===== config.mk =====
export PLATFORM = sky130hd
export DESIGN_NAME = pfb_ram
export DESIGN_NICKNAME = d
export VERILOG_FILES = /design/src/sv/palette_frame_buffer_port_defines.svh /design/src/sv/pfb_ram.sv
export SDC_FILE = /design/constraint.sdc
export NUM_CORES = 2
export LEC_CHECK = 0
export BUFFER_PORTS_ARGS = -buffer_cell sky130_fd_sc_hd__buf_2
export CORE_ASPECT_RATIO = 1.5
export CORE_MARGIN = 4
export CORE_UTILIZATION = 65
export CTS_BUF_LIST = sky130_fd_sc_hd__clkbuf_8
export DETAILED_ROUTE_END_ITERATION = 8
export PLACE_DENSITY = 0.81
export SLEW_MARGIN = 10
export SYNTH_ARGS = -nofsm -noshare
export SYNTH_HDL_FRONTEND = slang
export SYNTH_SLANG_ARGS = --single-unit

===== constraint.sdc =====
create_clock -name i_clk -period 7.1 [get_ports i_clk]
set_input_delay 0.71 -clock i_clk [delete_from_list [all_inputs] [get_ports i_clk]]
set_output_delay 0.71 -clock i_clk [all_outputs]
set_load 0.05 [all_outputs]

===== src/sv/palette_frame_buffer_port_defines.svh =====
// Assertion macros shared by the frame buffer RTL
`ifndef PALETTE_FRAME_BUFFER_PORT_DEFINES_SVH
`define PALETTE_FRAME_BUFFER_PORT_DEFINES_SVH

// Same-cycle implication, checked out of reset
`define PFB_ASSERT_NOW(label, clk, rst_n, ante, cons) \
    label: assert property (@(posedge clk) disable iff (!(rst_n)) (ante) |-> (cons)) \
        else $error("pfb: check failed");

// Next-cycle implication, checked out of reset
`define PFB_ASSERT_NEXT(label, clk, rst_n, ante, cons) \
    label: assert property (@(posedge clk) disable iff (!(rst_n)) (ante) |=> (cons)) \
        else $error("pfb: check failed");

`endif


===== src/sv/pfb_ram.sv =====
`default_nettype none
// Single-port-write, single-port-read RAM with registered read data
module pfb_ram #(
    parameter  int DEPTH = 256,
    parameter  int WIDTH = 8,
    localparam int AW    = $clog2(DEPTH)
) (
    input  wire logic             i_clk,
    input  wire logic             i_we,
    input  wire logic [AW-1:0]    i_waddr,
    input  wire logic [WIDTH-1:0] i_wdata,
    input  wire logic             i_re,
    input  wire logic [AW-1:0]    i_raddr,
    output logic      [WIDTH-1:0] o_rdata
);

    logic [WIDTH-1:0] r_mem [DEPTH];

    // write port
    always_ff @(posedge i_clk) begin
        if (i_we) begin
            r_mem[i_waddr] <= i_wdata;
        end
    end

    // read port, old data on a same-address write
    always_ff @(posedge i_clk) begin
        if (i_re) begin
            o_rdata <= r_mem[i_raddr];
        end
    end

endmodule
`default_nettype wire


==> flow_summary.json <==
{
  "status": "complete, no violations",
  "worstMarginPinSlew_ps": 1240,
  "endpoint": "o_rdata[3]",
  "synth_top_area_share_pct": 77.5,
  "syn2layout_area_growth_pct": 8.47,
  "die_area_sq_um": 128000,
  "critical_path_required_ps": 7770,
  "ant_nets": 0,
  "clock_latency_ps": 970,
  "ys_seq_area_share_pct": 77.5,
  "drive_above_1_share_pct": 22.8,
  "cp-startpoint": "i_raddr[0]",
  "finalCritPeriodShare_pct": 53.5,
  "ff2ff_setup_slack_ps": 3840,
  "port_buffers": 34,
  "coreArea_sq_um": 122000,
  "layout.nets": 3932,
  "gp_congestion": 0.894,
  "cts_buffer_depth": 4,
  "postCtsSetupBuffers": 0,
  "first_global_vias": 40500,
  "ys_types": 54,
  "grt_max_degree": 155,
  "cts_tree": "yes",
  "via_per_inst": 7.01,
  "final_hold_viol_count": 0,
  "firstDrtPassIters": 6,
  "ys_ff_latch": 2056,
  "drt-wirelength-per-cell_um": 33.1,
  "synth_area_per_cell_sq_um": 21.3,
  "r2r_cells": 6,
  "drc": 0,
  "io_pins": 35,
  "endpoint_kind": "register",
  "dr.first_iter.drc_count": 5884,
  "grt.total_usage_pct": 29.9,
  "holdBufCountCts": 0,
  "critical_path_arrival_ps": 4470,
  "r2r-start": "r_mem[211][3]",
  "async_flop_share_pct": 0,
  "synth_flop_cell": "edfxtp_1",
  "cts_buffers": 288,
  "num_vias": 40000,
  "drv_cap": 0,
  "syn_nets": 3760,
  "min_path_type": "input port to register",
  "total_leakage_power_nw": 26.8,
  "start_util_pct": 65.4,
  "p_total_mw": 23.1,
  "finalSetupTns_ps": 0,
  "grt-ovfl-total": 0,
  "r2r-end": "o_rdata[3]",
  "place_hpwl_um": 115000,
  "yosys_warnings": 0,
  "powerDensity_nw_per_um2": 267,
  "cp-start-kind": "input port",
  "synth_common_cells": "2,056 x edfxtp_1, 454 x mux4_2, 282 x nor2_1",
  "ir_worst_vdd_mv": 0.171,
  "cts_root_buf": "clkbuf_8",
  "syn_area_sq_um": 79600,
  "die_w_um": 294,
  "synth_top_cell_by_area": "edfxtp_1",
  "period_needed_ps": 3800,
  "cp_max_fo": 64,
  "postCtsResizedCells": 0,
  "htreeDepth": 5,
  "synth.area.top_cells": "edfxtp_1 78%, mux4_2 13%, mux2i_1 1.7%",
  "finalClockSkew_ps": 39.5,
  "placementRows": 157,
  "setup_viol": 0,
  "critPathKind": "input port to register",
  "synth_edf_count": 2056,
  "clock_sinks": 2056,
  "maxSlewViolCount": 0,
  "grt_pass1_wl_um": 276000,
  "drt-total-wl_um": 189000,
  "synthCells": 3733,
  "relSlewSlack_pct": 16.9,
  "antenna_found_initial": 9,
  "path_clk_slew_ps": 70,
  "rsz0062_at_grt": "no",
  "synth_most_common_cell": "edfxtp_1",
  "fp.dieH_um": 437,
  "max_freq_ghz": 0.263
}
state kept, by name, summed over array words and instances, names as in the netlist:
signal	cells
r_mem	2048
o_rdata	8
critical path, cell delays in order:
cell	delay [ps]
buf_8	620
buf_12	400
mux4_2	560
a22o_1	250
a221oi_1	420
o32ai_1	340
nor3_1	970
nor4_1	140
worst min-delay path by stage:
stage	cells past startpoint	start	endpoint
CTS	1	i_re	o_rdata[1]
floorplan	0	i_wdata[0]	r_mem[0][0]
global route	1	i_re	o_rdata[2]
finish	1	i_re	o_rdata[2]
global placement	5	r_mem[54][3]	o_rdata[3]
detailed placement	5	r_mem[52][5]	o_rdata[5]
per-stage QoR:
step / hold WS (ps) / util, % / instance area, sq um / worst slack, ps / instances
floorplan: 809 / - / 79600 / 4310 / 3733
global placement: 1080 / 66.7 / 81200 / 1930 / 5203
finish: 230 / 70.9 / 86400 / 3300 / 5700
CTS: 125 / 70.9 / 86400 / 3390 / 5691
global route: 152 / 70.9 / 86400 / 3110 / 5693
detailed placement: 1100 / 66.7 / 81200 / 2300 / 5205
layout make-up:
type,instances,area (sq um)
inverter,2,7.51
antenna,9,22.5
sequential,2056,61700
clock inverter,191,1090
clock buffer,295,4060
tap,1590,1990
fill,6713,35400
multi-input combinational,1442,16500
timing repair buffer,115,981
where the power goes:
group	switching (mW)	internal, mW	total, mW
registers	0.0165	13.4	13.4
clock network	4.23	4.29	8.52
logic	0.782	0.384	1.17
total	5.03	18.1	23.1
cell families (layout without fill, tap and decap cells):
logic type | count (synthesis) | count (layout) | synth area share (%)
other cells | 0 | 9 | 0
simple gates | 466 | 466 | 2.63
mux | 591 | 591 | 14.6
flops | 2056 | 2056 | 77.5
compound gates | 385 | 385 | 3.42
buf+inv | 235 | 603 | 1.83
metal layers:
layer	GRT usage, %	part of all wire (%)
met1	38.0	32
met5	0	0.039
met4	16.6	6.5
met2	48.7	51
met3	6.43	10
cell usage in the layout (no fill, tap or decap), types with 3 or more instances in the layout:
master	n
edfxtp_1	2056
mux4_2	454
clkbuf_8	303
nor2_1	279
mux2i_1	134
a22oi_1	133
a21oi_1	96
inv_1	80
buf_4	72
clkinv_1	65
o221ai_1	46
nand3_1	34
nand2_1	33
clkinv_2	33
o22ai_1	28
nor2b_1	28
buf_2	24
nor3_1	22
nor4_1	22
a211oi_1	16
a221oi_1	13
bufinv_16	12
nand4_1	10
o211ai_1	10
o21ai_0	10
diode_2	9
buf_12	9
nand2b_1	8
a22o_1	8
and2_1	6
nor4_2	5
o22a_1	5
or2_2	4
o32ai_1	4
nor2_4	3
Note: power is estimated with default switching activity, not from simulation.
